File: src/rtl/grs_pkg.sv
package grs_pkg;

  // Field widths of the element and result beats and of the group size
  localparam int DATA_W = 32;
  localparam int CFG_W  = 7;

  // Widest buffer index over the supported group range (up to 64 entries)
  localparam int IDX_MAX_W = 6;

  // Configuration port geometry
  localparam int APB_DATA_W = 32;
  localparam int ADDR_W     = 3;
  localparam int REG_IDX_W  = ADDR_W - 2;

  // Register indexes
  localparam logic [REG_IDX_W-1:0] REG_GROUP_SIZE = REG_IDX_W'(0);

  typedef logic signed [DATA_W-1:0] value_t;

  // One flushed group waiting to be drained
  typedef struct packed {
    logic                 bank;
    logic [IDX_MAX_W-1:0] last_idx;
    logic                 list_end;
  } desc_t;

  // Bank handed back to the fill side once its last entry is read
  typedef struct packed {
    logic valid;
    logic bank;
  } release_t;

endpackage

File: src/rtl/grs_if.sv
interface grs_elem_if import grs_pkg::*; ();
  logic   valid;
  logic   ready;
  value_t element_value;
  logic   list_end;

  modport source(output valid, element_value, list_end, input ready);
  modport sink(input valid, element_value, list_end, output ready);
endinterface

interface grs_res_if import grs_pkg::*; ();
  logic   valid;
  logic   ready;
  value_t out_value;
  logic   group_last;
  logic   stream_last;

  modport source(output valid, out_value, group_last, stream_last, input ready);
  modport sink(input valid, out_value, group_last, stream_last, output ready);
endinterface

File: src/rtl/grs_ram.sv
module grs_ram #(
  parameter int WIDTH = 32,
  parameter int DEPTH = 128
) (
  input  logic                     clk,
  input  logic                     we,
  input  logic [$clog2(DEPTH)-1:0] waddr,
  input  logic [WIDTH-1:0]         wdata,
  input  logic                     re,
  input  logic [$clog2(DEPTH)-1:0] raddr,
  output logic [WIDTH-1:0]         rdata
);

  logic [WIDTH-1:0] mem [DEPTH];

  // Write port
  always_ff @(posedge clk) begin
    if (we) begin
      mem[waddr] <= wdata;
    end
  end

  // Registered read port; data holds while no read is issued
  always_ff @(posedge clk) begin
    if (re) begin
      rdata <= mem[raddr];
    end
  end

endmodule

File: src/rtl/grs_front.sv
module grs_front import grs_pkg::*; #(
  parameter int GROUP_MAX = 64
) (
  input  logic                          clk,
  input  logic                          rst,
  grs_elem_if.sink                      element,
  input  logic [CFG_W-1:0]              group_size,
  input  release_t                      rel,
  output logic                          ram_we,
  output logic [$clog2(GROUP_MAX):0]    ram_waddr,
  output value_t                        ram_wdata,
  output logic                          push,
  output desc_t                         push_desc
);

  localparam int IDX_W = $clog2(GROUP_MAX);
  localparam int CNT_W = $clog2(GROUP_MAX + 1);

  logic [IDX_W-1:0] fill;
  logic             wbank;
  logic [1:0]       busy;
  logic [1:0]       busy_next;
  logic [CNT_W-1:0] eff_size;
  logic [CNT_W-1:0] cnt_inc;
  logic             accept;
  logic             flush;

  // Clamp the programmed size into 1..GROUP_MAX
  always_comb begin
    if (group_size == '0) begin
      eff_size = CNT_W'(1);
    end else if (group_size > CFG_W'(GROUP_MAX)) begin
      eff_size = CNT_W'(GROUP_MAX);
    end else begin
      eff_size = group_size[CNT_W-1:0];
    end
  end

  // Hold the stream while the bank being filled is still draining
  assign element.ready = !busy[wbank];
  assign accept        = element.valid && element.ready;
  assign cnt_inc       = CNT_W'(fill) + CNT_W'(1);
  assign flush         = element.list_end || (cnt_inc >= eff_size);

  // Store every accepted beat in the current bank
  assign ram_we    = accept;
  assign ram_waddr = {wbank, fill};
  assign ram_wdata = element.element_value;

  // Hand a finished group to the drain side
  assign push               = accept && flush;
  assign push_desc.bank     = wbank;
  assign push_desc.last_idx = IDX_MAX_W'(fill);
  assign push_desc.list_end = element.list_end;

  // Advance fill position and swap banks on a flush
  always_ff @(posedge clk) begin
    if (rst) begin
      fill  <= '0;
      wbank <= 1'b0;
    end else if (accept) begin
      if (flush) begin
        fill  <= '0;
        wbank <= !wbank;
      end else begin
        fill <= fill + IDX_W'(1);
      end
    end
  end

  // Track which banks hold a group not yet read out
  always_comb begin
    busy_next = busy;
    if (rel.valid) begin
      busy_next[rel.bank] = 1'b0;
    end
    if (push) begin
      busy_next[wbank] = 1'b1;
    end
  end

  always_ff @(posedge clk) begin
    if (rst) begin
      busy <= '0;
    end else begin
      busy <= busy_next;
    end
  end

endmodule

File: src/rtl/grs_queue.sv
module grs_queue import grs_pkg::*; (
  input  logic  clk,
  input  logic  rst,
  input  logic  push,
  input  desc_t push_desc,
  input  logic  pop,
  output desc_t head,
  output logic  head_valid
);

  // One slot per buffer bank
  localparam int DEPTH = 2;
  localparam int PTR_W = $clog2(DEPTH);

  desc_t            slots [DEPTH];
  logic [PTR_W-1:0] wptr;
  logic [PTR_W-1:0] rptr;
  logic [PTR_W:0]   count;

  assign head       = slots[rptr];
  assign head_valid = (count != '0);

  // Store descriptors
  always_ff @(posedge clk) begin
    if (push) begin
      slots[wptr] <= push_desc;
    end
  end

  // Move pointers and occupancy
  always_ff @(posedge clk) begin
    if (rst) begin
      wptr  <= '0;
      rptr  <= '0;
      count <= '0;
    end else begin
      if (push) begin
        wptr <= wptr + PTR_W'(1);
      end
      if (pop) begin
        rptr <= rptr + PTR_W'(1);
      end
      if (push && !pop) begin
        count <= count + (PTR_W + 1)'(1);
      end else if (pop && !push) begin
        count <= count - (PTR_W + 1)'(1);
      end
    end
  end

endmodule

File: src/rtl/grs_back.sv
module grs_back import grs_pkg::*; #(
  parameter int GROUP_MAX = 64
) (
  input  logic                       clk,
  input  logic                       rst,
  input  desc_t                      head,
  input  logic                       head_valid,
  output logic                       pop,
  output release_t                   rel,
  output logic                       ram_re,
  output logic [$clog2(GROUP_MAX):0] ram_raddr,
  input  value_t                     ram_rdata,
  grs_res_if.source                  result
);

  localparam int IDX_W = $clog2(GROUP_MAX);

  logic [IDX_W-1:0] k;
  logic [IDX_W-1:0] last_idx;
  logic [IDX_W-1:0] src;
  logic             is_last;
  logic             out_move;
  logic             issue;
  logic             s1_valid;
  logic             s1_group_last;
  logic             s1_stream_last;
  logic             out_valid;

  assign last_idx = head.last_idx[IDX_W-1:0];
  assign src      = last_idx - k;
  assign is_last  = (k == last_idx);

  // Read a new entry only when the read stage will be free
  assign out_move = !out_valid || result.ready;
  assign issue    = head_valid && (!s1_valid || out_move);

  assign ram_re    = issue;
  assign ram_raddr = {head.bank, src};

  // Retire the group and free its bank on the last read
  assign pop       = issue && is_last;
  assign rel.valid = pop;
  assign rel.bank  = head.bank;

  // Walk the group from newest to oldest
  always_ff @(posedge clk) begin
    if (rst) begin
      k <= '0;
    end else if (issue) begin
      if (is_last) begin
        k <= '0;
      end else begin
        k <= k + IDX_W'(1);
      end
    end
  end

  // Read stage: flags travel alongside the RAM read data
  always_ff @(posedge clk) begin
    if (rst) begin
      s1_valid <= 1'b0;
    end else if (issue) begin
      s1_valid <= 1'b1;
    end else if (out_move) begin
      s1_valid <= 1'b0;
    end
  end

  always_ff @(posedge clk) begin
    if (issue) begin
      s1_group_last  <= is_last;
      s1_stream_last <= is_last && head.list_end;
    end
  end

  // Output register
  always_ff @(posedge clk) begin
    if (rst) begin
      out_valid <= 1'b0;
    end else if (out_move) begin
      out_valid <= s1_valid;
    end
  end

  always_ff @(posedge clk) begin
    if (out_move && s1_valid) begin
      result.out_value   <= ram_rdata;
      result.group_last  <= s1_group_last;
      result.stream_last <= s1_stream_last;
    end
  end

  assign result.valid = out_valid;

endmodule

File: src/rtl/group_reverse_stream.sv
// A group's first result follows its completing beat via the queue, RAM read stage and
// output register. One element and one result per cycle while result.ready is high;
// two buffer banks alternate; the element side stalls only while both hold unread groups.
// Reset (synchronous): clears fill position, bank flags, descriptor queue and output
// valid, and sets group_size to 1; buffer contents are left as they are.
module group_reverse_stream import grs_pkg::*; #(
  parameter int GROUP_MAX = 64
) (
  input  logic                  clk,
  input  logic                  rst,
  grs_elem_if.sink              element,
  grs_res_if.source             result,
  input  logic                  psel,
  input  logic                  penable,
  input  logic                  pwrite,
  input  logic [ADDR_W-1:0]     paddr,
  input  logic [APB_DATA_W-1:0] pwdata,
  output logic [APB_DATA_W-1:0] prdata,
  output logic                  pready
);

  // Each bank spans a power-of-two range so {bank, index} stays in bounds
  localparam int RAM_DEPTH = 2 * (2 ** $clog2(GROUP_MAX));
  localparam int RAM_AW    = $clog2(RAM_DEPTH);

  logic [CFG_W-1:0]  group_size;
  logic              cfg_wr;
  logic              ram_we;
  logic [RAM_AW-1:0] ram_waddr;
  value_t            ram_wdata;
  logic              ram_re;
  logic [RAM_AW-1:0] ram_raddr;
  logic [DATA_W-1:0] ram_rdata;
  logic              push;
  desc_t             push_desc;
  logic              pop;
  desc_t             head;
  logic              head_valid;
  release_t          rel;

  // Configuration register
  assign pready = 1'b1;
  assign cfg_wr = psel && penable && pwrite && (paddr[ADDR_W-1:2] == REG_GROUP_SIZE);

  always_ff @(posedge clk) begin
    if (rst) begin
      group_size <= CFG_W'(1);
    end else if (cfg_wr) begin
      group_size <= pwdata[CFG_W-1:0];
    end
  end

  always_comb begin
    prdata = '0;
    if (paddr[ADDR_W-1:2] == REG_GROUP_SIZE) begin
      prdata = APB_DATA_W'(group_size);
    end
  end

  grs_front #(.GROUP_MAX(GROUP_MAX)) u_front (
    .clk       (clk),
    .rst       (rst),
    .element   (element),
    .group_size(group_size),
    .rel       (rel),
    .ram_we    (ram_we),
    .ram_waddr (ram_waddr),
    .ram_wdata (ram_wdata),
    .push      (push),
    .push_desc (push_desc)
  );

  grs_queue u_queue (
    .clk       (clk),
    .rst       (rst),
    .push      (push),
    .push_desc (push_desc),
    .pop       (pop),
    .head      (head),
    .head_valid(head_valid)
  );

  grs_ram #(.WIDTH(DATA_W), .DEPTH(RAM_DEPTH)) u_buf (
    .clk  (clk),
    .we   (ram_we),
    .waddr(ram_waddr),
    .wdata(ram_wdata),
    .re   (ram_re),
    .raddr(ram_raddr),
    .rdata(ram_rdata)
  );

  grs_back #(.GROUP_MAX(GROUP_MAX)) u_back (
    .clk       (clk),
    .rst       (rst),
    .head      (head),
    .head_valid(head_valid),
    .pop       (pop),
    .rel       (rel),
    .ram_re    (ram_re),
    .ram_raddr (ram_raddr),
    .ram_rdata (ram_rdata),
    .result    (result)
  );

endmodule

File: src/flat_wrapper.sv
// flat-port wrapper written by rule: the top's interface ports become plain ports
module group_reverse_stream_flat import grs_pkg::*;
#(
  parameter int GROUP_MAX = 64
)
  (clk, rst, psel, penable, pwrite, paddr, pwdata, prdata, pready, element_valid, element_element_value, element_list_end, element_ready, result_valid, result_out_value, result_group_last, result_stream_last, result_ready);
  grs_elem_if element_i ();
  grs_res_if result_i ();
  input  logic clk;
  input  logic rst;
  input  logic psel;
  input  logic penable;
  input  logic pwrite;
  input  logic [ADDR_W-1:0] paddr;
  input  logic [APB_DATA_W-1:0] pwdata;
  output logic [APB_DATA_W-1:0] prdata;
  output logic pready;
  input wire logic [$bits(element_i.valid)-1:0] element_valid;
  input wire logic [$bits(element_i.element_value)-1:0] element_element_value;
  input wire logic [$bits(element_i.list_end)-1:0] element_list_end;
  output wire logic [$bits(element_i.ready)-1:0] element_ready;
  output wire logic [$bits(result_i.valid)-1:0] result_valid;
  output wire logic [$bits(result_i.out_value)-1:0] result_out_value;
  output wire logic [$bits(result_i.group_last)-1:0] result_group_last;
  output wire logic [$bits(result_i.stream_last)-1:0] result_stream_last;
  input wire logic [$bits(result_i.ready)-1:0] result_ready;
  assign element_i.valid = element_valid;
  assign element_i.element_value = element_element_value;
  assign element_i.list_end = element_list_end;
  assign element_ready = element_i.ready;
  assign result_valid = result_i.valid;
  assign result_out_value = result_i.out_value;
  assign result_group_last = result_i.group_last;
  assign result_stream_last = result_i.stream_last;
  assign result_i.ready = result_ready;
  group_reverse_stream #(.GROUP_MAX(GROUP_MAX)) u_core (.clk(clk), .rst(rst), .element(element_i), .result(result_i), .psel(psel), .penable(penable), .pwrite(pwrite), .paddr(paddr), .pwdata(pwdata), .prdata(prdata), .pready(pready));
endmodule
File: config.mk
export PLATFORM = sky130hd
export DESIGN_NAME = group_reverse_stream_flat
export DESIGN_NICKNAME = d
export VERILOG_FILES = /design/src/rtl/grs_pkg.sv /design/src/rtl/grs_if.sv /design/src/rtl/grs_ram.sv /design/src/rtl/grs_front.sv /design/src/rtl/grs_queue.sv /design/src/rtl/grs_back.sv /design/src/rtl/group_reverse_stream.sv /design/src/flat_wrapper.sv
export SDC_FILE = /design/constraint.sdc
export NUM_CORES = 2
export LEC_CHECK = 0
export BUFFER_PORTS_ARGS = -buffer_cell sky130_fd_sc_hd__buf_2
export CAP_MARGIN = 20
export CORE_MARGIN = 1
export CORE_UTILIZATION = 45
export CTS_CLUSTER_SIZE = 14
export DETAILED_ROUTE_END_ITERATION = 10
export PLACE_DENSITY = 0.65
export SLEW_MARGIN = 0
export SYNTH_ARGS = -nofsm -noshare
export SYNTH_HDL_FRONTEND = slang
export SYNTH_MEMORY_MAX_BITS = 65536
export SYNTH_SLANG_ARGS = --single-unit
File: constraint.sdc
create_clock -name clk -period 3.9 [get_ports clk]
set_input_delay 0.39 -clock clk [delete_from_list [all_inputs] [get_ports clk]]
set_output_delay 0.39 -clock clk [all_outputs]
set_load 0.02 [all_outputs]
==> impl_metrics.toml <==
[synth]
synthesis.area_sq_um = 162000
synth_cell_types = 56
synth_edf_count = 4180
synth-async-reset-ratio_pct = 0
ys.flop_type = "edfxtp_1"
avgSynthCellArea_sq_um = 21.6
netlist_instances = 7481
yosysSeqAreaShare_pct = 78.0
ys_ff_latch = 4209
synth_warnings = 0

[placement]
dp_cells = 12724
dpl_worst_slack_ps = -753
place.gp.congestion = 0.842
io_buffer_count = 90
place_hpwl_um = 262000

[global_routing]
grt_overflow = 0
grt_pass1_vias = 83189
antenna_found_initial = 38
grt_usage_pct = 24.6
grt_util_met2_pct = 38.9
grt_pass1_wl_um = 630000
grt_max_degree = 113
use_met3_pct = 4.94
gr-max-usage-layer = "met2"
met1_usage_pct = 34.2

[critical_path]
crit_slowest_cell = "fa_4"
arrival_ps = 4900
end_kind = "flop"
crit_top_cell = "buf_12"
cp-start-kind = "flop"
crit_type = "reg2reg"
crit_family = "buffers and inverters"
critPathMaxFanout = 9
cp.buffers_inverters = 7
cp_cell_sequence = "mux2i_1 > buf_4 > ha_4 > inv_2 > fa_4 > buf_12 > buf_16 > buf_12 > buf_12 > buf_4 > mux4_2 > nand2_1 > nand2_1 > o21ai_0 > o22ai_1 > a211o_1"
worstPathRequired_ps = 4600
slowest_delay_ps = 820

[layout]
final_cell_mix = "edfxtp_1 (4180), mux4_2 (1079), nand2_1 (752), buf_4 (645), clkbuf_16 (422)"
final_common_cell = "edfxtp_1"
multi_input_comb_area_sq_um = 35500
post-route-util_pct = 53.8
n_fill_cell = 26481
final-seq-area_sq_um = 126000
layout-drive-gt1-share_pct = 33.2
instances_no_fill = 13662
area_growth_pct = 18.8
nets = 8590

[pwr]
leakage_nw = 61.5
power_density_nw_per_um2 = 713
ir_drop_uv = 425
power.total_mw = 137

[status]
status = "finished, violations left"
violations = "negative setup slack"

[drt]
drtPass1Iterations = 6
ant_nets = 0
num_vias = 83163
drt-wirelength-per-cell_um = 32.9
drc = 0
wl_um = 450000
drtIter0Drc = 11935
routed_via_density = 6.09

[clock_network]
cts_sinks = 4209
path_clk_slew_ps = 60
clock-root-buffer = "clkbuf_16"
cts_buffers = 412
clk_latency_ps = 970
clockBufferDepth = 4
cts_max_level = 5
cts_tree = "built"

[sta]
slew_viol_final = 0
rsz0062_at_grt = "true"
fmax_mhz = 238
fin_worst_skew_ps = 54.6
setup_viol = 32
worst_pin_slew_ps = 1220
setup_ws_ps = -308
finalCritPeriodShare_pct = 108
relSlewSlack_pct = 18.7
timing.final.crit_period_ps = 4210
hold_viol = 0
tns_ps = -6150

[floorplan]
ios = 144
die_height_um = 601
coreArea_sq_um = 356000
start_util_pct = 45.3
die_area_sq_um = 361000
dieWidth_um = 601
num_rows = 219

[min_path]
holdCritPathClass = "in2reg"

[run]
maxCapViolCount = 0
## through the flow
step           instance area (sq um)  hold slack [ps]
6_report                      192000             48.3
3_3_place_gp                  176000              411
3_5_place_dp                  176000              413
2_1_floorplan                 162000              400
4_1_cts                       191000             27.6
5_1_grt                       192000             53.1
## state kept, by name (all words and copies together) (netlist names), named ones only
name and flops:
u_core.u_buf.mem 4096, u_core.u_back.result.out_value 32, u_core.u_buf.rdata 32, u_core.u_queue.slots 16, u_core.group_size 7, u_core.u_back.k 6, u_core.u_front.fill 6, u_core.u_front.busy 2
u_core.u_queue.count 2, u_core.u_back.result.group_last 1, u_core.u_back.result.stream_last 1, u_core.u_back.result.valid 1, u_core.u_back.s1_group_last 1, u_core.u_back.s1_stream_last 1, u_core.u_back.s1_valid 1, u_core.u_front.wbank 1
u_core.u_queue.rptr 1, u_core.u_queue.wptr 1
## final timing paths
check	start	endpoint	slack, ps	cells after the start
worst max-delay path	u_core.u_queue.slots[1][1]	u_core.u_buf.rdata[16]	-310	16
worst min-delay path	element_element_value[3]	u_core.u_buf.mem[53][3]	50	1
worst max register to register	u_core.u_queue.slots[1][1]	u_core.u_buf.rdata[16]	-310	16
worst min register to register	u_core.u_buf.rdata[28]	u_core.u_back.result.out_value[28]	430	0
## cell usage after synthesis (54+ instances only)
master    count  area share (%)
o211ai_1     93            0.43
edfxtp_1   4180              78
and2_1       57            0.22
buf_2       104            0.32
nand2_1     770             1.8
nand3_1     161            0.50
o21ai_0      60            0.19
a221oi_1     54            0.29
nor2_1      165            0.38
mux4_2     1079              15
buf_1        86            0.20
a311oi_1     54            0.29
clkbuf_1    236            0.55
## kinds of logic after synthesis
logic type	Yosys count	share of synthesized area (%)
mux	1135	15.4
fa+ha+maj	16	0.129
xor+xnor	20	0.113
buf+inv	466	1.24
other cells	2	0.00465
flops	4209	78.0
simple gates	1290	3.49
compound gates	343	1.59
## worst register-to-register path, cell delays in order (launching register included)
cell      delay, ps
edfxtp_1        370
mux2i_1         200
buf_4           150
ha_4            130
inv_2            40
fa_4            820
buf_12          140
buf_16          190
buf_12          180
buf_12          140
buf_4           190
mux4_2          320
nand2_1          90
nand2_1          50
o21ai_0         360
o22ai_1         250
a211o_1         330
## final cells by class
class / count / area share (%)
diodes: 65 / 0.0847
clock buffers: 521 / 5.64
inverters: 9 / 0.0176
flip-flops and latches: 4209 / 65.7
multi-input cells: 2830 / 18.5
clock inverters: 240 / 1.11
repair buffers: 1037 / 5.86
well taps: 4751 / 3.10
## timing repair
action | 4_1_cts | 5_1_grt
endpoints found under the hold margin | 266 | 67
hold buffers | 27 | 2
pin swaps | 55 | 41
buffers inserted | 47 | 24
resized for setup | 198 | 131
gates cloned | 17 | 5
endpoints found under the setup margin | 32 | 32
## metal layers
| layer | vias to the layer above | wire length, um |
|---|---|---|
| li1 | 33289 | - |
| met1 | 44512 | 174000 |
| met2 | 4678 | 214000 |
| met3 | 676 | 45800 |
| met4 | 8 | 16600 |
| met5 | - | 47 |
## power breakdown
part	switching [mW]	internal [mW]	leakage, nW
Combinational	24.1	23.5	17.3
Clock	17.0	21.6	6.30
Sequential	0.323	50.4	37.9
Total	41.4	95.5	61.5
Power figures use the tool's default switching activity.
